[src/rtl/core/cse_pkg.sv]
// ----------------------------------------------------------------------------
// cse_pkg
// Shared types and constants for the cosine similarity engine.
// ----------------------------------------------------------------------------
`default_nettype none

package cse_pkg;

    localparam int ELEM_W            = 16;
    localparam int PROD_W            = 32;
    localparam int ACC_W             = 48;
    localparam int SIM_W             = 16;
    localparam int Q_BITS            = 15;
    localparam int SIM_ONE           = 16384;
    localparam int ACC_SHIFT         = 30;   // largest |product| is 2^30
    localparam int RHS_SHIFT         = 28;   // 2 * 14 result fraction bits
    localparam int DEF_VECTOR_LENGTH = 512;
    localparam int DEF_QUEUE_DEPTH   = 2;

    typedef struct packed {
        logic signed [ELEM_W-1:0] elem_a;
        logic signed [ELEM_W-1:0] elem_b;
        logic                     last_elem;
    } t_in;

    typedef struct packed {
        logic signed [SIM_W-1:0] similarity;
        logic                    zero_norm;
    } t_out;

    // finished accumulator set handed from front to back
    typedef struct packed {
        logic signed [ACC_W-1:0] dot;
        logic signed [ACC_W-1:0] norm_a;
        logic signed [ACC_W-1:0] norm_b;
    } t_job;

    typedef enum logic [2:0] {
        B_IDLE,
        B_MUL_DEN,
        B_MUL_RHS,
        B_CAND,
        B_CMP,
        B_DONE
    } t_bstate;

endpackage

`default_nettype wire

[src/rtl/core/cse_front.sv]
// ----------------------------------------------------------------------------
// cse_front
// Element intake: registered products, saturating accumulators, job hand-off.
// ----------------------------------------------------------------------------
`default_nettype none

module cse_front #(
    parameter int VECTOR_LENGTH = cse_pkg::DEF_VECTOR_LENGTH
) (
    input  wire logic          i_clk,
    input  wire logic          i_rst_n,
    input  wire logic          i_push,
    input  wire cse_pkg::t_in  i_item,
    output logic               o_full,
    input  wire logic          i_job_full,
    output logic               o_job_wr,
    output cse_pkg::t_job      o_job
);

    localparam int AW = cse_pkg::ACC_W;
    localparam int PW = cse_pkg::PROD_W;
    localparam logic signed [AW:0] LIMIT =
        (AW + 1)'(VECTOR_LENGTH) <<< cse_pkg::ACC_SHIFT;

    logic                 r_pvalid, r_plast;
    logic signed [PW-1:0] r_pab, r_paa, r_pbb;
    logic signed [AW-1:0] r_dot, r_na, r_nb;
    logic signed [AW-1:0] s_dot, s_na, s_nb;
    logic                 advance, load;

    function automatic logic signed [AW-1:0] sat_add(
        input logic signed [AW-1:0] acc,
        input logic signed [PW-1:0] p
    );
        logic signed [AW:0] s;
        s = {acc[AW-1], acc} + (AW + 1)'(p);
        if (s > LIMIT) begin
            s = LIMIT;
        end else if (s < -LIMIT) begin
            s = -LIMIT;
        end
        return s[AW-1:0];
    endfunction

    assign advance  = r_pvalid && (!r_plast || !i_job_full);
    assign o_full   = r_pvalid && !advance;
    assign load     = i_push && !o_full;
    assign s_dot    = sat_add(r_dot, r_pab);
    assign s_na     = sat_add(r_na, r_paa);
    assign s_nb     = sat_add(r_nb, r_pbb);
    assign o_job_wr = advance && r_plast;
    assign o_job    = '{dot: s_dot, norm_a: s_na, norm_b: s_nb};

    // operands widened first so the full 32-bit product is kept
    always_ff @(posedge i_clk) begin
        if (load) begin
            r_pab   <= PW'(i_item.elem_a) * PW'(i_item.elem_b);
            r_paa   <= PW'(i_item.elem_a) * PW'(i_item.elem_a);
            r_pbb   <= PW'(i_item.elem_b) * PW'(i_item.elem_b);
            r_plast <= i_item.last_elem;
        end
    end

    always_ff @(posedge i_clk) begin
        if (!i_rst_n) begin
            r_pvalid <= 1'b0;
            r_dot    <= '0;
            r_na     <= '0;
            r_nb     <= '0;
        end else begin
            if (load) begin
                r_pvalid <= 1'b1;
            end else if (advance) begin
                r_pvalid <= 1'b0;
            end
            if (advance) begin
                r_dot <= r_plast ? '0 : s_dot;
                r_na  <= r_plast ? '0 : s_na;
                r_nb  <= r_plast ? '0 : s_nb;
            end
        end
    end

endmodule

`default_nettype wire

[config.mk]
export PLATFORM = sky130hd
export DESIGN_NAME = cse_front
export DESIGN_NICKNAME = d
export VERILOG_FILES = /design/src/rtl/core/cse_pkg.sv /design/src/rtl/core/cse_front.sv
export SDC_FILE = /design/constraint.sdc
export NUM_CORES = 2
export LEC_CHECK = 0
export BUFFER_PORTS_ARGS = -buffer_cell sky130_fd_sc_hd__buf_2
export CORE_AREA = 2 2 306 308
export DETAILED_ROUTE_END_ITERATION = 10
export DIE_AREA = 0 0 308 310
export PLACE_DENSITY_LB_ADDON = 0.3
export SYNTH_ARGS = -nofsm -noshare
export SYNTH_HDL_FRONTEND = slang
export SYNTH_SLANG_ARGS = --single-unit
[constraint.sdc]
create_clock -name i_clk -period 20.7 [get_ports i_clk]
set_clock_uncertainty 0.05 [all_clocks]
set_input_delay 1.035 -clock i_clk [delete_from_list [all_inputs] [get_ports i_clk]]
set_output_delay 1.035 -clock i_clk [all_outputs]
set_load 0.02 [all_outputs]
# --- Yosys cells after proc, flatten, opt, wreduce, memory -nomap -nowiden ---
# Cells that the tools add are included.
totals:
  word_cells: 41
  regBits: 242
op_classes:
  addsub: 3
  n_mux: 11
  mul: 3
  order_cmp: 6
  reduce_logical: 10
op_table:
  columns: ["operator", "n"]
  rows:
  - ["$mux W48", 9]
  - ["$add A48 B32 Y49", 3]
  - ["$gt A49 B41 Y1 const B", 3]
  - ["$lt A49 B40 Y1 const B", 3]
  - ["$mul A16 B16 Y32", 3]
  - ["$logic_and A1 B1 Y1", 4]
  - ["$logic_not A1 Y1", 4]
  - ["$mux W1", 2]
  - ["$reduce_bool A2 Y1", 1]
  - ["$logic_or A1 B1 Y1", 1]

# --- Logic depth before layout (Yosys ltp) ---
depth:
  ltp_word: 8
  mapped_depth: 28
  ltp_nobuf: 27

# --- Worst setup path after synthesis ---
# Ideal clock, no wire load.
synth_timing:
  kind: "input port to flip-flop"
  from: "in i_item[32] (netlist bit)"
  to: "reg r_pab[31] (data pin)"
  slack_ns: 13.204
  t_arrival_ns: 7.186
  stages: 23
  path_cell_list: "clkbuf_1 -> clkinv_1 -> clkbuf_1 -> nor2_1 -> fa_1 -> fa_1 -> fa_1 -> fa_1 -> fa_1 -> inv_1 -> fa_1 -> inv_1 -> ha_1 -> a21o_1 -> a21o_1 -> a21o_1 -> a21oi_1 -> nor2b_1 -> a311o_1 -> o21ba_2 -> nor4_1 -> nor3_1 -> xnor2_1"
synth_between:
  elab_chain_cells: 1
synth_rtl:
  columns: ["element", "line_no", "source"]
  rows:
  - ["start, declared", "cse_front.sv:13", "input wire cse_pkg::t_in i_item,"]
  - ["$mul A16 B16 Y32", "cse_front.sv:57", "r_pab <= PW'(i_item.elem_a) * PW'(i_item.elem_b);"]
  - ["end signal, assigned", "cse_front.sv:57", null]
  - ["end, declared", "cse_front.sv:26", "logic signed [PW-1:0] r_pab, r_paa, r_pbb;"]
# Every way passes these cells.
# A chain may end at the register's enable or synchronous reset.

# --- Worst setup path after layout ---
layout_timing:
  from: "in i_item[32] (netlist bit)"
  to: "reg r_paa[31] (data pin)"
layout_between:
  elab_chain_cells: 1
layout_rtl:
  columns: ["element", "line_no", "source"]
  rows:
  - ["$mul A16 B16 Y32", "cse_front.sv:58", "r_paa <= PW'(i_item.elem_a) * PW'(i_item.elem_a);"]
  - ["end signal, assigned", "cse_front.sv:58", null]
  - ["end, declared", "cse_front.sv:26", null]
# Every way passes these cells.

==> impl_results.md <==
- Largest net degree at the start of global routing: 80
- Crit. End Element: flip-flop
- DR DRC count: 0
- Status: finished, final reports clean
- Routed len/inst: 16.9 µm
- Final min period: 8.23 ns
- Area delta synth->final: 5.99%
- Total Die Area: 95500 µm²
- Max-cap violation count: 0
- WP data required: 20.97 ns
- Io pins: 183
- CP Launch Type: input port
- Count of state elements after synthesis: 240
- Detailed Routing Iterations Pass 1: 6
- Post-DP HPWL: 84500 µm
- Post-cts resize count: 0
- CTS hold repair buffers: 0
- H-tree lvl count: 1
- Non-filler instance count after layout: 6311
- Syn Nets: 6245
- Chip Width: 308 µm
- Initial Utilization: 48.5%
- Largest family of logic cells by synthesized area: adder cells
- Ys flop type: dfxtp_1
- Longest Clk Path Bufs: 3
- Total Routed Length: 107000 µm
- Clk sinks: 240
- RSZ-0062 raised after global routing: no
- GP Congestion: 0.890
- Max Freq: 121 MHz
- # nets final: 6263
- Yosys top cell area share: 32.7%
- Share of layout cells above drive strength 1: 6.08%
- FILL cells: 8661
- Worst hold slack: 0.402 ns
- CP Max Fanout: 30
- CTS Root Cell: clkbuf_16
- Critical Path AT: 8.51 ns
- Post-synth top cells: inv_1 (950), fa_1 (732), nand2_1 (546)
- HP Class: flip-flop to flip-flop
- Gate Count Post-Synth: 5068
- Setup TNS: 0 ns
- Synth Cell Area: 44900 µm²
- Vias in the first global route: 35100
- Post-synth top area cell: fa_1
- Worst-Margin Slew: 1.10 ns
- Post-CTS Setup Inserts: 0
- Endpoints failing setup: 0
- Top cells by area, synth: fa_1 (33%), ha_1 (11%), inv_1 (7.9%), dfxtp_1 (6.5%), edfxtp_1 (6.4%)
- Gr usage total: 23.1%
- Synth Area in Compound Gates: 13.5%
- Most numerous cell in the Yosys netlist: inv_1
- Vias after detailed routing: 34200
- Tcrit/Tclk final: 39.8%
- Metal-1 WL: 46400 µm
- Seq/Total Area, Yosys: 12.8%
- Syn Area/Cell: 8.85 µm²
- GRT Residual Overflow: 0
- Mux contribution to synthesized area: 0.226%
- Vias/cell: 5.43
- Number of antenna violations at the first check in global routing: 8
- CTS clk-pin slew, worst paths: 0.06 ns
- I/O Buffers: 182
- Cell Rows: 112
- CP Class: input port to flip-flop
- Number of synthesized flops with an enable pin: 95
- Core area: 92500 µm²
- First-pass GRT wire length: 180000 µm
- Inserted Clock Buffers: 31
- Ys async rst share: 0%
- Setup ws final: 12.47 ns
- Met3 wire length: 4920 µm
- Pre-CTS worst setup slack: 11.92 ns
- Routed Antenna Nets: 0
- Post-Synth XOR/XNOR Area: 4.74%
- Inst Count DP: 6250
- Top layer reached by signal wires: met5
- WL met2: 52200 µm
- Die height: 310 µm
- Max-slew violation count: 0
- Simple-gate share of the synthesized area: 14.6%
- Slew headroom: 26.3%
- DRT iter0 DRCs: 1971
- Hold Fails Final Rpt: 0
- CTS tree: built
- Adder-cell share of the synthesized area: 44.0%
- Post-synthesis cell type count: 95
- Worst-Skew Late Latency: 0.61 ns
- Yosys warns: 0
final timing paths:
kind / end / cells past startpoint / startpoint / slack (ns)
worst max-delay path: r_paa[31] / 22 / i_item[32] / 12.47
worst min-delay path: r_dot[29] / 2 / r_dot[29] / 0.40
worst max register to register: r_na[20] / 13 / r_paa[3] / 15.62
worst min register to register: r_dot[29] / 2 / r_dot[29] / 0.40
metal layers:
metal  GRT usage, %  up-vias
met4           6.67        6
met3           2.30      166
met1           30.5    17000
met5              0        -
li1               -    16400
met2           40.4      747
cell families after synthesis:
family / Yosys count
flip-flops: 240
multiplexers: 10
AND/OR/NAND/NOR: 1386
AO/OA/AOI/OAI: 879
XOR/XNOR: 243
buffers and inverters: 1170
adder cells (fa/ha/maj): 1140
sequential cells by signal (all words and copies together), names as in the netlist:
register	cells
r_dot	48
r_na	48
r_nb	48
r_paa	31
r_pab	32
r_pbb	31
r_plast	1
r_pvalid	1
worst max-delay path, cell delays in order:
cell and delay [ns]:
buf_2 0.51, clkinv_1 0.82, nor2_1 0.45, fa_1 0.63
fa_1 0.89, fa_1 0.52, fa_1 0.50, fa_1 0.49
inv_1 0.05, fa_1 0.47, inv_1 0.04, ha_1 0.33
o21ai_0 0.11, nand2b_1 0.08, a21oi_1 0.20, nand2_1 0.08
a211oi_1 0.29, o31ai_1 0.18, o41ai_1 0.43, o21bai_1 0.10
a21oi_1 0.18, xnor2_1 0.10
placed cells by master (no fill, tap or decap), drive strengths merged, types with 20 or more instances in the layout:
cell type    n
inv        951
fa         732
nand2      546
ha         408
nor2       288
and2       216
buf        198
a21oi      195
xnor2      178
dfxtp      145
a21o       143
o21ai      128
o31ai      100
edfxtp      95
nand3       67
xor2        65
nor3        47
and3        45
a31oi       40
nand4       39
clkbuf      39
o21bai      38
a21boi      33
nand2b      32
a211oi      32
o21a        27
o211ai      22
or3         21
nor2b       20
clkinv      20
layout make-up:
class	count	area, µm²	area share [%]
antenna	3	7.51	0.0158
clock buffer	39	816	1.72
clock inverter	19	201	0.424
inverter	957	3590	7.55
multi-input combinational	3658	34600	72.9
sequential	240	5760	12.1
tap	1197	1500	3.15
timing repair buffer	198	1030	2.17
through the flow:
step                      cell area, µm²  util [%]
after floorplan                    44900         -
after global placement             46500      50.3
after detailed placement           46500      50.3
after CTS                          47500      51.4
after global routing               47500      51.4
final                              47500      51.4
Power is left out: the tool's default activity adds up to more than one toggle a clock period on the data nets, which glitch-free logic cannot reach.
