<file path="src/rtl/core/cse_fifo.sv">
// ----------------------------------------------------------------------------
// cse_fifo
// Small register FIFO, power-of-two depth.
// ----------------------------------------------------------------------------
`default_nettype none

module cse_fifo #(
    parameter int WIDTH = 8,
    parameter int DEPTH = 2
) (
    input  wire logic             i_clk,
    input  wire logic             i_rst_n,
    input  wire logic             i_wr,
    input  wire logic [WIDTH-1:0] i_wdata,
    input  wire logic             i_rd,
    output logic      [WIDTH-1:0] o_rdata,
    output logic                  o_full,
    output logic                  o_empty
);

    localparam int PW = (DEPTH > 1) ? $clog2(DEPTH) : 1;
    localparam int CW = $clog2(DEPTH + 1);

    logic [WIDTH-1:0] r_mem [DEPTH];
    logic [PW-1:0]    r_wptr, r_rptr;
    logic [CW-1:0]    r_count;
    logic             wr_en, rd_en;

    assign o_full  = (r_count == CW'(DEPTH));
    assign o_empty = (r_count == '0);
    assign wr_en   = i_wr && !o_full;
    assign rd_en   = i_rd && !o_empty;
    assign o_rdata = r_mem[r_rptr];

    always_ff @(posedge i_clk) begin
        if (wr_en) begin
            r_mem[r_wptr] <= i_wdata;
        end
    end

    always_ff @(posedge i_clk) begin
        if (!i_rst_n) begin
            r_wptr  <= '0;
            r_rptr  <= '0;
            r_count <= '0;
        end else begin
            if (wr_en) begin
                r_wptr <= r_wptr + PW'(1);
            end
            if (rd_en) begin
                r_rptr <= r_rptr + PW'(1);
            end
            case ({wr_en, rd_en})
                2'b10:   r_count <= r_count + CW'(1);
                2'b01:   r_count <= r_count - CW'(1);
                default: r_count <= r_count;
            endcase
        end
    end

endmodule

`default_nettype wire

</file>
<file path="config.mk">
export PLATFORM = sky130hd
export DESIGN_NAME = cse_fifo
export DESIGN_NICKNAME = d
export VERILOG_FILES = /design/src/rtl/core/cse_fifo.sv
export SDC_FILE = /design/constraint.sdc
export NUM_CORES = 1
export LEC_CHECK = 0
export BUFFER_PORTS_ARGS = -buffer_cell sky130_fd_sc_hd__buf_2
export CAP_MARGIN = 20
export CORE_MARGIN = 1.5
export CORE_UTILIZATION = 32
export CTS_CLUSTER_SIZE = 24
export DETAILED_ROUTE_END_ITERATION = 10
export GPL_TIMING_DRIVEN = 0
export PLACE_DENSITY_LB_ADDON = 0.1
export RECOVER_POWER = 50
export SLEW_MARGIN = 10
export SYNTH_ARGS = -nofsm -noshare
export SYNTH_HDL_FRONTEND = slang
export SYNTH_SLANG_ARGS = --single-unit
</file>
<file path="constraint.sdc">
create_clock -name i_clk -period 2.1 [get_ports i_clk]
set_input_delay 0.105 -clock i_clk [delete_from_list [all_inputs] [get_ports i_clk]]
set_output_delay 0.105 -clock i_clk [all_outputs]
set_load 0.01 [all_outputs]
</file>
=== Yosys cells after proc, flatten, opt, wreduce, memory -nomap -nowiden ===
Memory sizes are Yosys's and may differ from the RTL's. A register that Yosys moved wholly into a read port is not among the register bits.
Cells that the tools add are included.

* $add $sub $neg: 4
* Reduce and logical (&&, ||, !) cells: 6
* Eq/ne operators: 3
* Muxes and demuxes: 5

{| class="wikitable"
|+ Operators with widths
! kind !! number
|-
| equality test 2 bit (second input constant) || 2
|-
| two-way mux 1 bit || 4
|-
| one-hot mux 2 bit (2 select lines) || 1
|-
| adder 1 bit (second input constant) || 2
|-
| adder 2 x 1 -> 2 bit (second input constant) || 1
|-
| equality test 2 x 1 -> 1 bit (second input constant) || 1
|-
| logical AND 1 bit || 2
|-
| zero test 1 bit || 2
|-
| zero test 2 bit || 1
|-
| nonzero test 2 bit || 1
|-
| subtractor 2 x 1 -> 2 bit (second input constant) || 1
|}

* Bits in writable memories: 16
* Logic and storage cells: 22
* Input port bits: 12
* Output and inout port bits: 10
* Memories: 1
* Register bits after elaboration: 4

{| class="wikitable"
|+ Memory list
! memory !! depth !! bits a word !! read ports !! clocked after Yosys merged registers in !! write ports !! RTL line !! text
|-
| r_mem || 2 || 8 || 1 || 1 || 1 || 24 || <nowiki>logic [WIDTH-1:0] r_mem [DEPTH];</nowiki>
|}

=== Longest topological paths before layout ===
Gate-level depths: netlist of the first run.

* Depth in word-level cells: 5
* Gate-level depth with buffers: 6
* Mapped depth without buffers: 6

=== Least setup slack after synthesis of the first run ===
No wires, ideal clock.

* Path kind: register to register
* From: register r_count[0]
* To: memory r_mem[0][0], enable pin
* Clock period less this slack: 1423 ps
* Data arrival time: 1099 ps
* Stages on the path, launching flop included: 5
* Buffers on the path: 0
* Required time: 1776 ps
* Setup time: 324 ps
* Slack: 677 ps
* Path through: dfxtp_1 nand2b_2 inv_2 or3_1 inv_1

* Longest elaborated chain between the ends: 5

{| class="wikitable"
|+ RTL lines
! what !! RTL line !! text
|-
| from (decl) || 26 || <nowiki>logic [CW-1:0] r_count;</nowiki>
|-
| from (signal assigned) || 54 || <nowiki>2'b10: r_count <= r_count + CW'(1);</nowiki>
|-
| from (signal assigned) || 55 || <nowiki>2'b01: r_count <= r_count - CW'(1);</nowiki>
|-
| from (signal assigned) || 56 || <nowiki>default: r_count <= r_count;</nowiki>
|-
| equality test 2 bit || 29 || <nowiki>assign o_full = (r_count == CW'(DEPTH));</nowiki>
|-
| named net o_full || 17 || <nowiki>output logic o_full,</nowiki>
|-
| zero test 1 bit || 31 || <nowiki>assign wr_en = i_wr && !o_full;</nowiki>
|-
| logical AND 1 bit || 31 ||
|-
| two-way mux 1 bit || 36 || <nowiki>if (wr_en) begin</nowiki>
|-
| two-way mux 1 bit (implied by the code) || 37 || <nowiki>r_mem[r_wptr] <= i_wdata;</nowiki>
|-
| to (decl) || 24 ||
|}

The timed path passes the listed nets, and every way through them passes these cells.

==> impl_metrics.ini, run 1 <==
[cells_and_area]
layout-drive-gt1-share_pct = 33.3
final_nets = 98
antenna_cells = 0
final_util_pct = 43.3
n_fill_cell = 247
syn2layout_area_growth_pct = 29.8

[timing]
tightest_slew_ns = 0.451
fin_crit_ns = 1.61
clock_skew_ns = 0.00201
finalCritPeriodShare_pct = 76.8
relSlewSlack_pct = 70.0
rsz0062_at_grt = no
fmax_mhz = 620
drv_slew = 0
finalHoldViolations = 0
finalSetupViolations = 0
tns_ns = 0

[setup_path]
crit_fanout = 8
critPathArrivalTime_ns = 1.51
crit_type = reg2out
start_kind = register
worst_ep_required_time_ns = 2.00
end_kind = output pin

[route]
wire_per_inst_um = 10.5
num_vias = 489
ant_nets = 0
viasPerCell = 4.29
drtIter0Drc = 0
drt_wl_total_mm = 1.20
firstDrtPassIters = 1
drcViolationCount = 0

[synth]
ys.flop_type = edfxtp_1
synth_fa_ha_area_share_pct = 1.54
syn_area_per_cell_um2 = 15.9
synth_edf_count = 16
synth_cells = 51
synth_area_leaders = edfxtp_1 (59%), dfxtp_1 (12%), mux2_2 (11%), xnor2_1 (3.2%), a21boi_1 (1.9%)
synthArstFlopShare_pct = 0
synth-compound-area-share_pct = 4.01
synthXorXnorAreaFrac_pct = 3.24
synth_warnings = 0
synth_top_area_share_pct = 59.3
syn_area_um2 = 811
yosys.area_share.simple_pct = 6.64
synth.most_common_cell = edfxtp_1
ys_ff_latch = 21
synthMuxAreaShare_pct = 11.1
yosysSeqAreaShare_pct = 71.6
synth_top_family_by_area = multiplexers
syn_nets = 64
yosys.area.top_type = edfxtp_1
yosys.cell_types.count = 18
netlist_top_cells_count = edfxtp_1 (16), mux2_2 (8), dfxtp_1 (5), xnor2_1 (3)

[run]
cap_violations = 0

[grt]
grt_overflow_total = 0
antenna_found_initial = 0
grt_pass1_vias = 444
grt_max_degree = 12
track_usage_pct = 10.1
grt_pass1_wl_mm = 1.95

[floorplanning]
rows = 18
io-pin-count = 22
core_mm2 = 0.00243
die_area_mm2 = 0.00284
fp.dieH_um = 53.3
floorplan.initialDensity_pct = 33.3
fp.dieW_um = 53.3

[clocking]
clk-insertion-delay-late_ns = 0.29
cts_tree = built
post_cts_resized = 0
cts_buffer_depth = 2
clkTransAtPathRegs_ns = 0.10
htreeDepth = 1
numClockSinks = 21
root_buffer = clkbuf_4
cts_buffers = 3

[power_and_ir_drop]
peakVddDrop_mv = 0.586
leakage_nw = 0.399
power_density_mw_per_mm2 = 1090

[hold_path]
hp-class = in2reg

[placed_design]
place.gp.congestion = 0.625
place.port_buffers = 21

[status]
status = complete, no violations
[metrics by stage]
step / std cells / power [mW] / area [um2] / setup WS [ns] / hold WS, ns
5_1_grt: 114 / 1.23 / 1050 / 0.355 / 0.0632
3_3_place_gp: 102 / 0.973 / 953 / 0.522 / 0.294
6_report: 114 / 1.14 / 1050 / 0.488 / 0.0665
3_5_place_dp: 102 / 0.972 / 953 / 0.535 / 0.298
4_1_cts: 114 / 1.17 / 1060 / 0.448 / 0.0670
2_1_floorplan: 51 / 0.851 / 811 / 0.677 / 0.204
[logic make-up (layout without fill, tap and decap cells)]
kind of cell | count (synthesis) | count (layout)
DFF | 21 | 21
and+or+nand+nor | 9 | 9
muxes | 8 | 8
AOI/OAI and AO/OA | 5 | 5
buffers and inverters | 4 | 37
xor gates and xnor gates | 3 | 3
adders and majority gates | 1 | 1
[final cells by class]
cell class              count  area [um2]  area share, %
flip-flops and latches     21         581           55.2
multi-input cells          26         215           20.5
repair buffers             29         178           16.9
well taps                  30        37.5           3.57
clock buffers               4        26.3           2.50
inverters                   3        11.3           1.07
plain buffers               1        3.75          0.357
[final timing paths]
path,start,to,slack [ns],cells after the start
max reg2reg,r_count[0]$_SDFFE_PN0P_,r_mem[0][1]$_DFFE_PP_,0.56,4
max,register,o_rdata[4],0.49,3
min,i_rst_n,r_count[0]$_SDFFE_PN0P_,0.07,2
min reg2reg,r_wptr$_SDFFE_PN0N_,r_wptr$_SDFFE_PN0N_,0.50,2
[what timing repair did]
action | in CTS | in global routing
hold buffers | 8 | 0
endpoints found under the hold margin | 16 | 0
setup buffers | 0 | 0
setup endpoints to repair | 0 | 0
[critical path: stages, from the launching register on]
cell and delay [ns]:
dfxtp_1 0.32, clkbuf_1 0.36, mux2_2 0.40, buf_2 0.14
[registers in the layout (all words and copies together) (netlist names), named ones only]
signal   count
r_rptr       1
r_mem       16
r_wptr       1
r_count      2
[power by group]
| part | total (mW) | internal (mW) | switching [mW] |
|---|---|---|---|
| clock network | 0.185 | 0.0739 | 0.111 |
| registers | 0.573 | 0.534 | 0.0390 |
| logic | 0.386 | 0.198 | 0.188 |
| total | 1.14 | 0.806 | 0.338 |
[routing by layer]
metal / vias to the layer above / global-route usage [%] / routed length, um
met5: - / 0 / 0
met4: 0 / 5.13 / 17
met1: 222 / 11.1 / 536
met2: 14 / 17.9 / 582
met3: 2 / 2.54 / 60
li1: 251 / - / -
[layout by cell type, fill, tap and decap left out, types with 2 or more instances in the layout]
cell | synthesis | layout
inv_1 | 2 | 2
dfxtp_1 | 5 | 5
or3_1 | 2 | 2
clkbuf_1 | 1 | 8
dlygate4sd3_1 | 0 | 8
o21ai_0 | 2 | 2
nor2b_1 | 2 | 2
buf_2 | 0 | 14
xnor2_1 | 3 | 3
mux2_2 | 8 | 8
clkbuf_4 | 0 | 3
edfxtp_1 | 16 | 16
Note: power is estimated with default switching activity, not from simulation.
==> run 2: changes to the inputs <==
clock period = 1.4 ns   (was 2.1 ns; I/O delays follow)
==> run 2 against run 1 <==
Core utilization is 1.5 points higher. Sequential share of layout area fell by 1.0 points. Largest cell class unchanged. Global-route usage is 0.47 points higher. Worst hold slack got worse by 0.036 ns. Clock skew increased by 0.0016 ns. Die area unchanged. Power is 59% higher. Final cell count decreased by 0.88%.
==> impl_metrics.ini, run 2 (synthesis gave the netlist of run 1 again) <==
[grt]
grt_pass1_wl_mm = 2.01
grt_pass1_vias = 448
use_met2_pct = 17.7
antenna_found_initial = 0
grt_max_degree = 13
grt_overflow_total = 0
gr-usage-met1_pct = 12.1
track_usage_pct = 10.6
grt-busiest-layer = met2
grt_use_met3_pct = 4.24

[clocking]
clkTransAtPathRegs_ns = 0.12
cts_buffers = 3
post_cts_buffers = 0
cts_tree = built
htreeDepth = 1
clk-insertion-delay-late_ns = 0.30
root_buffer = clkbuf_4
numClockSinks = 21
cts_buffer_depth = 2

[timing]
fmax_mhz = 732
drv_slew = 0
finalCritPeriodShare_pct = 97.5
holdWs_ns = 0.0309
fin_crit_ns = 1.37
final.setup.worst_slack_ns = 0.0346
rsz0062_at_grt = yes
relSlewSlack_pct = 74.9
finalSetupViolations = 0
tightest_slew_ns = 0.376
clock_skew_ns = 0.00365
finalHoldViolations = 0

[cells_and_area]
layout-drive-gt1-share_pct = 43.4
n_fill_cell = 234
regMostFlops = r_mem
antenna_cells = 0
final_cell_mix = edfxtp_1 (16), buf_2 (15), mux2_2 (8), dlygate4sd3_1 (8), clkbuf_1 (6)
reg.largest.list = r_mem x16, r_count x2
largest_reg_flops = 16
syn2layout_area_growth_pct = 34.3
layout_commonest_cell = edfxtp_1
final_nets = 97
final_util_pct = 44.8

[floorplanning]
floorplan.initialDensity_pct = 33.3
core_mm2 = 0.00243
die_area_mm2 = 0.00284
fp.dieH_um = 53.3
rows = 18
fp.dieW_um = 53.3
io-pin-count = 22

[route]
firstDrtPassIters = 4
wire_per_inst_um = 10.6
drcViolationCount = 0
drtIter0Drc = 6
viasPerCell = 4.29
ant_nets = 0
drt_wl_total_mm = 1.20
num_vias = 485

[setup_path]
end_kind = register
worst_ep_required_time_ns = 1.63
critPathSlowestCell = dfxtp_4
slowest_delay_ns = 0.38
path_buf_inv = 0
crit_fanout = 5
path_delay_family = flip-flops
start_kind = register
crit_chain = o21a_4 > ha_4 > xnor2_1 > or3_1 > a21boi_1
critPathArrivalTime_ns = 1.60
crit_type = reg2reg

[run]
cap_violations = 0

[placed_design]
pre_cts_slack_ns = -0.0559
hpwl_um = 840
place.port_buffers = 21
place.gp.congestion = 0.638

[power_and_ir_drop]
totalPowerFinal_mw = 1.81
power_density_mw_per_mm2 = 1670
leakage_nw = 0.407
peakVddDrop_mv = 1.05

[status]
status = complete, no violations

[hold_path]
hp-class = in2reg
==> run 2: what timing repair did <==
item,CTS,global route
pin swaps,1,2
hold endpoints to repair,16,0
hold buffers,8,0
resized for setup,6,3
endpoints found under the setup margin,9,12
==> run 2: stage by stage <==
stage | TNS [ns] | cells | area, um2
CTS | 0 | 113 | 1080
finish | 0 | 113 | 1090
global route | -0.0307 | 113 | 1090
global placement | -0.0522 | 102 | 955
floorplan | 0 | 51 | 812
detailed placement | -0.0559 | 102 | 955
==> run 2: metal layers <==
layer / routed length [um] / up-vias
met5: 0 / -
met4: 0 / 0
met3: 68 / 0
met2: 612 / 14
met1: 521 / 220
li1: - / 251
==> run 2: worst reg2reg max path, cell delays in order, from the launching register on <==
cell,delay (ns)
dfxtp_4,0.38
o21a_4,0.23
ha_4,0.15
xnor2_1,0.12
or3_1,0.30
a21boi_1,0.11
==> run 2: final cells by class <==
class | count | area [um2] | share of cell area, %
Clock buffer | 3 | 22.5 | 2.07
Clock inverter | 1 | 5.00 | 0.460
Inverter | 3 | 13.8 | 1.26
Multi-Input combinational cell | 26 | 243 | 22.3
Sequential cell | 21 | 589 | 54.1
Tap cell | 30 | 37.5 | 3.45
Timing Repair Buffer | 29 | 178 | 16.3
==> run 2: worst paths after layout <==
kind	start	to	slack, ns	cells after the start
setup / recovery	r_count[0]$_SDFFE_PN0P_	r_count[1]$_SDFFE_PN0P_	0.03	5
hold / removal	i_rst_n	r_count[0]$_SDFFE_PN0P_	0.03	2
hold reg to reg	r_wptr$_SDFFE_PN0N_	r_wptr$_SDFFE_PN0N_	0.49	2
setup reg to reg	r_count[0]$_SDFFE_PN0P_	r_count[1]$_SDFFE_PN0P_	0.03	5
==> run 2: where the power goes <==
part / internal, mW / total, mW / leakage, nW / switching, mW
sequential: 0.821 / 0.921 / 0.193 / 0.100
combinational: 0.345 / 0.609 / 0.196 / 0.263
clock: 0.106 / 0.284 / 0.0177 / 0.178
