File: config.mk
export PLATFORM = sky130hd
export DESIGN_NAME = cse_back
export DESIGN_NICKNAME = d
export VERILOG_FILES = /design/src/rtl/core/cse_pkg.sv /design/src/rtl/core/cse_back.sv
export SDC_FILE = /design/constraint.sdc
export NUM_CORES = 2
export LEC_CHECK = 0
export BUFFER_PORTS_ARGS = -buffer_cell sky130_fd_sc_hd__buf_2
export CORE_UTILIZATION = 35
export DETAILED_ROUTE_END_ITERATION = 6
export PLACE_DENSITY_LB_ADDON = 0.25
export SLEW_MARGIN = 10
export SYNTH_ARGS = -nofsm -noshare
export SYNTH_HDL_FRONTEND = slang
export SYNTH_SLANG_ARGS = --single-unit
File: constraint.sdc
create_clock -name i_clk -period 19.55 [get_ports i_clk]
set_input_delay 3.91 -clock i_clk [delete_from_list [all_inputs] [get_ports i_clk]]
set_output_delay 3.91 -clock i_clk [all_outputs]
set_load 0.02 [all_outputs]
File: src/rtl/core/cse_pkg.sv
// ----------------------------------------------------------------------------
// cse_pkg
// Shared types and constants for the cosine similarity engine.
// ----------------------------------------------------------------------------
`default_nettype none

package cse_pkg;

    localparam int ELEM_W            = 16;
    localparam int PROD_W            = 32;
    localparam int ACC_W             = 48;
    localparam int SIM_W             = 16;
    localparam int Q_BITS            = 15;
    localparam int SIM_ONE           = 16384;
    localparam int ACC_SHIFT         = 30;   // largest |product| is 2^30
    localparam int RHS_SHIFT         = 28;   // 2 * 14 result fraction bits
    localparam int DEF_VECTOR_LENGTH = 512;
    localparam int DEF_QUEUE_DEPTH   = 2;

    typedef struct packed {
        logic signed [ELEM_W-1:0] elem_a;
        logic signed [ELEM_W-1:0] elem_b;
        logic                     last_elem;
    } t_in;

    typedef struct packed {
        logic signed [SIM_W-1:0] similarity;
        logic                    zero_norm;
    } t_out;

    // finished accumulator set handed from front to back
    typedef struct packed {
        logic signed [ACC_W-1:0] dot;
        logic signed [ACC_W-1:0] norm_a;
        logic signed [ACC_W-1:0] norm_b;
    } t_job;

    typedef enum logic [2:0] {
        B_IDLE,
        B_MUL_DEN,
        B_MUL_RHS,
        B_CAND,
        B_CMP,
        B_DONE
    } t_bstate;

endpackage

`default_nettype wire

File: src/rtl/core/cse_back.sv
// ----------------------------------------------------------------------------
// cse_back
// Quotient unit: shift-add products, then a bit-serial root-free quotient search.
// ----------------------------------------------------------------------------
`default_nettype none

module cse_back #(
    parameter int VECTOR_LENGTH = cse_pkg::DEF_VECTOR_LENGTH
) (
    input  wire logic          i_clk,
    input  wire logic          i_rst_n,
    input  wire logic          i_job_empty,
    input  wire cse_pkg::t_job i_job,
    output logic               o_job_rd,
    input  wire logic          i_out_full,
    output logic               o_out_wr,
    output cse_pkg::t_out      o_out
);

    // magnitude width of any saturated accumulator
    localparam int NW  = $clog2(VECTOR_LENGTH + 1) + cse_pkg::ACC_SHIFT;
    localparam int MW  = 2 * NW;
    localparam int CW  = MW + 30;
    localparam int CNW = $clog2(NW);
    localparam int QB  = cse_pkg::Q_BITS;
    localparam int SW  = cse_pkg::SIM_W;
    localparam int AW  = cse_pkg::ACC_W;

    cse_pkg::t_bstate r_state, n_state;

    logic [MW-1:0]  r_ma, n_ma;
    logic [NW-1:0]  r_mb, n_mb;
    logic [MW-1:0]  r_prod, n_prod;
    logic [CNW-1:0] r_cnt, n_cnt;
    logic [NW-1:0]  r_mag, n_mag;
    logic [MW-1:0]  r_den, n_den;
    logic [CW-1:0]  r_rhs, n_rhs;
    logic [CW-1:0]  r_s, n_s;
    logic [CW-1:0]  r_tsh, n_tsh;
    logic [CW-1:0]  r_dsq, n_dsq;
    logic [CW-1:0]  r_cand, n_cand;
    logic [QB-1:0]  r_q, n_q;
    logic [QB-1:0]  r_qbit, n_qbit;
    logic           r_neg, n_neg;
    logic           r_zero, n_zero;

    logic [MW-1:0]  prod_next;
    logic [CW-1:0]  t_acc;
    logic [AW-1:0]  dot_abs;
    logic [QB-1:0]  q_clamp;
    logic           fits;

    assign prod_next = r_prod + (r_mb[0] ? r_ma : '0);
    assign dot_abs   = i_job.dot[AW-1] ? AW'(-i_job.dot) : AW'(i_job.dot);
    assign fits      = (r_cand <= r_rhs);
    assign t_acc     = r_tsh + (fits ? (r_dsq << 1) : '0);
    assign q_clamp   = (r_q > QB'(cse_pkg::SIM_ONE)) ? QB'(cse_pkg::SIM_ONE) : r_q;

    always_comb begin
        n_state  = r_state;
        n_ma     = r_ma;
        n_mb     = r_mb;
        n_prod   = r_prod;
        n_cnt    = r_cnt;
        n_mag    = r_mag;
        n_den    = r_den;
        n_rhs    = r_rhs;
        n_s      = r_s;
        n_tsh    = r_tsh;
        n_dsq    = r_dsq;
        n_cand   = r_cand;
        n_q      = r_q;
        n_qbit   = r_qbit;
        n_neg    = r_neg;
        n_zero   = r_zero;
        o_job_rd = 1'b0;
        o_out_wr = 1'b0;
        o_out.similarity = r_neg ? -SW'(q_clamp) : SW'(q_clamp);
        o_out.zero_norm  = r_zero;

        unique case (r_state)
            cse_pkg::B_IDLE: begin
                if (!i_job_empty && !i_out_full) begin
                    o_job_rd = 1'b1;
                    n_zero   = (i_job.norm_a == '0) || (i_job.norm_b == '0);
                    n_neg    = i_job.dot[AW-1];
                    n_mag    = dot_abs[NW-1:0];
                    n_q      = '0;
                    n_ma     = MW'(i_job.norm_a[NW-1:0]);
                    n_mb     = i_job.norm_b[NW-1:0];
                    n_prod   = '0;
                    n_cnt    = CNW'(NW - 1);
                    n_state  = n_zero ? cse_pkg::B_DONE : cse_pkg::B_MUL_DEN;
                    if (n_zero) begin
                        n_neg = 1'b0;
                    end
                end
            end
            cse_pkg::B_MUL_DEN: begin
                n_prod = prod_next;
                n_ma   = r_ma << 1;
                n_mb   = r_mb >> 1;
                n_cnt  = r_cnt - CNW'(1);
                if (r_cnt == '0) begin
                    n_den   = prod_next;
                    n_ma    = MW'(r_mag);
                    n_mb    = r_mag;
                    n_prod  = '0;
                    n_cnt   = CNW'(NW - 1);
                    n_state = cse_pkg::B_MUL_RHS;
                end
            end
            cse_pkg::B_MUL_RHS: begin
                n_prod = prod_next;
                n_ma   = r_ma << 1;
                n_mb   = r_mb >> 1;
                n_cnt  = r_cnt - CNW'(1);
                if (r_cnt == '0) begin
                    n_rhs   = CW'(prod_next) << cse_pkg::RHS_SHIFT;
                    n_dsq   = CW'(r_den) << (2 * (QB - 1));
                    n_s     = '0;
                    n_tsh   = '0;
                    n_qbit  = QB'(1) << (QB - 1);
                    n_state = cse_pkg::B_CAND;
                end
            end
            cse_pkg::B_CAND: begin
                // (q + 2^k)^2 * den = S + q*den*2^(k+1) + den*2^(2k)
                n_cand  = r_s + r_tsh + r_dsq;
                n_state = cse_pkg::B_CMP;
            end
            cse_pkg::B_CMP: begin
                if (fits) begin
                    n_s = r_cand;
                    n_q = r_q | r_qbit;
                end
                n_tsh  = t_acc >> 1;
                n_dsq  = r_dsq >> 2;
                n_qbit = r_qbit >> 1;
                n_state = r_qbit[0] ? cse_pkg::B_DONE : cse_pkg::B_CAND;
            end
            cse_pkg::B_DONE: begin
                o_out_wr = 1'b1;
                n_state  = cse_pkg::B_IDLE;
            end
            default: begin
                n_state = cse_pkg::B_IDLE;
            end
        endcase
    end

    always_ff @(posedge i_clk) begin
        if (!i_rst_n) begin
            r_state <= cse_pkg::B_IDLE;
        end else begin
            r_state <= n_state;
        end
    end

    always_ff @(posedge i_clk) begin
        r_ma   <= n_ma;
        r_mb   <= n_mb;
        r_prod <= n_prod;
        r_cnt  <= n_cnt;
        r_mag  <= n_mag;
        r_den  <= n_den;
        r_rhs  <= n_rhs;
        r_s    <= n_s;
        r_tsh  <= n_tsh;
        r_dsq  <= n_dsq;
        r_cand <= n_cand;
        r_q    <= n_q;
        r_qbit <= n_qbit;
        r_neg  <= n_neg;
        r_zero <= n_zero;
    end

endmodule

`default_nettype wire

# Yosys cells after proc, flatten, opt, wreduce, memory -nomap -nowiden

Index checks and enable logic that the tools add are counted.
W data, S select, Z words.

Input bits: 148
Memory bits (writable): 0
Bits in read-only memories: 0
Memories kept: 0
Output and inout port bits: 19
Logic and storage cells: 91
Bits in latches: 0
Bits in registers: 881

Shift operators: 0
Reductions and logical operators: 19
Div/mod/pow operators: 0
Multipliers: 0
Bitwise logic cells: 1
Muxes and demuxes: 37
Equality and inequality tests: 9
Add/sub/neg operators: 7
$lt $le $gt $ge: 2

Operator list:

| operator               | number |
|---|---|
| $pmux W110 S2          | 3 |
| $pmux W80 S3           | 2 |
| $mux W110              | 4 |
| $mux W80               | 5 |
| $add A110 B110 Y110    | 3 |
| $mux W40               | 3 |
| $pmux W40 S3           | 1 |
| $le A110 B108 Y1       | 1 |
| $logic_not A48 Y1      | 2 |
| $add A80 B80 Y80       | 1 |
| $mux W15               | 4 |
| $pmux W15 S2           | 2 |
| $neg A40 Y40           | 1 |
| $pmux W6 S3            | 1 |
| $mux W16               | 1 |
| $neg A15 Y16           | 1 |
| $gt A15 B15 Y1 const B | 1 |
| $mux W3                | 5 |
| $or A15 B15 Y15        | 1 |
| $pmux W3 S5            | 1 |
| $mux W6                | 2 |
| $reduce_and A2 Y1      | 5 |
| $reduce_and A3 Y1      | 3 |
| $ne A2 B2 Y1 const B   | 4 |
| 12 further kinds       | 18 |

# Longest topological paths before layout

Depth in word-level cells: 5
Mapped depth: 28

# Worst setup path after synthesis

No wires, ideal clock.

Kind: input to register
Start point: in i_out_full
End point: reg r_cnt[0] (enable)
Slack: -0.687 ns
Arrival: 19.161 ns
Stages on the path: 3
Path through: nor2_1 -> nor3_1 -> a211oi_1

Word-level cells in the longest chain between the ends: 4

RTL lines:

| element                     | RTL line        | text |
|---|---|---|
| from (decl)                 | cse_back.sv:15  | `input wire logic i_out_full,` |
| $logic_not A1 Y1            | cse_back.sv:83  | `if (!i_job_empty && !i_out_full) begin` |
| $logic_and A1 B1 Y1         | cse_back.sv:83  |  |
| $ne A2 B2 Y1 (no line)      | --              |  |
| $reduce_and A2 Y1 (no line) | --              |  |
| to (signal assigned)        | cse_back.sv:164 | `r_cnt <= n_cnt;` |
| to (decl)                   | cse_back.sv:34  | `logic [CNW-1:0] r_cnt, n_cnt;` |

No other way between the ends.
A chain may end at the register's enable or synchronous reset.

# Final worst setup path

Start point: in i_out_full
End point: out o_job_rd

Word-level cells in the longest chain between the ends: 4

RTL lines:

| element             | RTL line       | text |
|---|---|---|
| $logic_not A1 Y1    | cse_back.sv:83 |  |
| $logic_and A1 B1 Y1 | cse_back.sv:83 |  |
| $mux W1             | cse_back.sv:83 |  |
| $mux W1             | cse_back.sv:81 | `unique case (r_state)` |
| to (decl)           | cse_back.sv:14 | `output logic o_job_rd,` |

No other way between the ends.

==> results.md <==
* Latest clock arrival within the worst-skew pair at roughly 0.75 ns
* Violated checks: DRC
* Combinational Power Share at under 10%
* Psw at 1110 µW
* Cell row count at around 150
* H-tree depth at 3
* Clock power frac at between 40% and 50%
* PortBufs at ~160
* GR Util met1 at between 20% and 30%
* Final hold slack at around 0.5 ns
* Syn Nets at just over 6000
* Global-route wire length before repair at ~250 mm
* Final clock skew at 0.0613 ns
* Clock Sinks at about 880
* # nets final at 6161
* Initial antenna violation count at 8
* Multi-input logic area at ~29000 µm²
* Leak Pwr at about 0.023 µW
* Relative slew slack at a little over a fifth
* Synth Flop Type: edfxtp_1
* Clk buf depth at 3
* Register area at around 26000 µm²
* Post-CTS Resized at 0
* Power density over cell area at just over 70 nW/µm²
* #FFs+latches synth at 878
* Initial DRC Count at about 3200
* Pint at around 3400 µW
* Post-synth EDFFs at about 880
* Die Ht at 404 µm
* CP endpoint kind: output pin
* Hold path start: r_den[58]$_DFFE_PP_
* Die area at 164000 µm²
* Synthesized area at ~57000 µm²
* Worst r2r src: r_cand[103]$_DFFE_PP_
* Clk pin slew, worst setup/hold paths at roughly 0.06 ns
* Detailed Routing Iterations Pass 1 at 7
* Commonest non-fill, non-tap cell in the layout: edfxtp_1
* Top post-synthesis cells by area: edfxtp_1 46%, ha_1 8.4%, and2_1 5.7%
* Vias in the first global route at approximately 41000
* HPWL Detailed at between 100 and 150 mm
* Dpl cells at 7577
* Final Core Density at between 30% and 40%
* Final cycle utilization of the critical path at between 40% and 50%
* Residual DRC count at 2
* Flop2flop setup slack at between 10 and 15 ns
* Grt ovf at 0
* Final Setup Violations at 0
* Synth Area per Inst at approximately 10 µm²
* Die Wd at 404 µm
* Seq pwr share at between 40% and 50%
* Measured slew at the worst slew-check pin at about 1.2 ns
* I/O pin count at 167
* Final wirelength at ~160 mm
* Peak supply drop at ~67 µV
* M3 GR Usage at about 2.2%
* YS warnings at 0
* Clock Root Buffer: clkbuf_16
* Fin. Hold Viols at 0
* Layout area overhead at 11.3%
* Min Tclk post-route at 9.35 ns
* Total track usage at 19.3%
* Post-CTS setup buffer count at 0
* Met2 Usage GRT at approximately 28%
* Worst EP required at ~16 ns
* Endpoint, Worst Hold: r_dsq[86]$_DFFE_PP_
* Max Fanout on Critical Path at 3
* Final Max Slew Viols at 0
* CP Launch Point: i_out_full
* Cells after Synth at around 5500
* Initial core utilization at roughly a third
* Synth top area share at approximately 46%
* RR Endpoint: r_tsh[95]$_SDFFCE_PN0P_
* Share of layout cells above drive strength 1 at 7.29%
* Netlist cell types at 81
* Sequential share of the synthesized area at between 40% and 50%
* Most frequent cells in the layout: 875 x edfxtp_1, 573 x nand2_1, 516 x and2_1
* TNS Setup at 0 ns
* Max_cap viols at 0
* Worst hold path depth at 2
* DR vias at between 40000 and 50000
* Largest net degree at the start of global routing at 184
* WS Path Type: in -> out
* Async set-or-reset flop fraction in the synthesized netlist at 0%
* Hold Crit Class: reg -> reg
* WL/cell at ~20 µm
* Antenna-violating nets left at 0
* Max Clk Rate at between 0.1 and 0.15 GHz
* CP Launch Type: primary input
* Area leader, netlist: edfxtp_1
* Cell Count, Final, Fillers Out at between 7000 and 8000
* Status: finished with violations
* Core Region at about 160000 µm²
* GP Congestion at roughly 0.94
* CTS tree: built
* Fillers at 15700
* Cts hold-fix bufs at 0
* Most Crowded Layer GR: met1
* RSZ-0062 raised after global routing: false
* Via density at roughly 5.4
* Endpoint arrival time on the critical path at 5.44 ns
* Sw Ratio at between 20 and 25%
* Total clock buffers created by CTS at between 100 and 150
* R2R depth at 21
-- routing by layer --
metal	vias up	wire length (µm)
met5	-	13
met4	2	5830
met3	264	8270
met2	1170	66900
met1	20300	78300
li1	20200	-
-- metrics by stage --
step / setup WS (ns) / power [µW] / cell area, µm²
2_1_floorplan: 4.85 / 2450 / 56700
3_3_place_gp: 10.19 / 2560 / 59600
3_5_place_dp: 10.19 / 2570 / 59600
4_1_cts: 10.18 / 4600 / 63100
5_1_grt: 10.14 / 4700 / 63100
6_report: 10.20 / 4540 / 63100
-- final cells by class --
type	instances	area share, %
antenna	5	0.0198
clock buffer	119	4.25
clock inverter	73	1.31
inverter	208	1.25
multi-input combinational	4141	45.5
sequential	878	41.7
tap	2160	4.28
timing repair buffer	190	1.67
-- worst max path at each step --
stage | endpoint | slack, ns | cells after the start
2_1_floorplan | r_s[0]$_SDFFCE_PN0P_ | 4.85 | 9
3_3_place_gp | o_job_rd | 10.19 | 5
3_5_place_dp | o_job_rd | 10.19 | 5
4_1_cts | o_job_rd | 10.18 | 5
5_1_grt | o_job_rd | 10.14 | 5
6_report | o_job_rd | 10.20 | 5
-- sequential cells by signal, indices dropped and copies added, names as in the netlist, 3 cells and up --
name,count
r_cand,110
r_cnt,6
r_den,80
r_dsq,108
r_ma,80
r_mag,40
r_mb,40
r_prod,80
r_q,15
r_qbit,15
r_rhs,80
r_s,110
r_state,3
r_tsh,109
-- worst max-delay path, cell delays in order --
cell and delay, ns:
buf_2 0.09, nor2_1 0.25, nor4b_2 0.70, buf_4 0.30
buf_2 0.18
-- power by group through the flow --
stage	Sequential [µW]	Combinational [µW]	Clock (µW)
2_1_floorplan	2200	256	0
3_5_place_dp	2200	372	0
5_1_grt	2160	413	2120
3_3_place_gp	2200	369	0
4_1_cts	2160	373	2060
6_report	2160	375	2000
-- Yosys cell counts (all sizes together) (5+ instances only) --
cell type  number
inv           208
clkbuf        244
xor2          116
o21a           46
and3           25
and2          516
a21boi         23
ha            379
or3            19
a31o            9
nor2b          30
a31oi          43
a41oi           8
o211ai         19
or4            17
edfxtp        875
buf             9
nand4         164
a211oi         25
a221oi         15
o221ai         12
nor4           50
a21o          166
a221o          84
a211o           8
a21oi         476
nand2         573
nor3           73
nand3          46
o31a            6
nand2b         25
o31ai          35
o2111ai         5
fa            111
mux2i           8
or2            21
o21ai         265
o41ai          16
a2111oi         5
nor2          330
and4            9
o21bai        101
xnor2         209
-- logic make-up after synthesis --
kind of cell | share of synthesized area, %
AOI/OAI and AO/OA | 16.0
xor gates and xnor gates | 5.02
adders and majority gates | 12.3
buffers and inverters | 3.07
DFF | 46.5
muxes | 0.161
and+or+nand+nor | 17.0
Note: power is estimated with default switching activity, not from simulation.
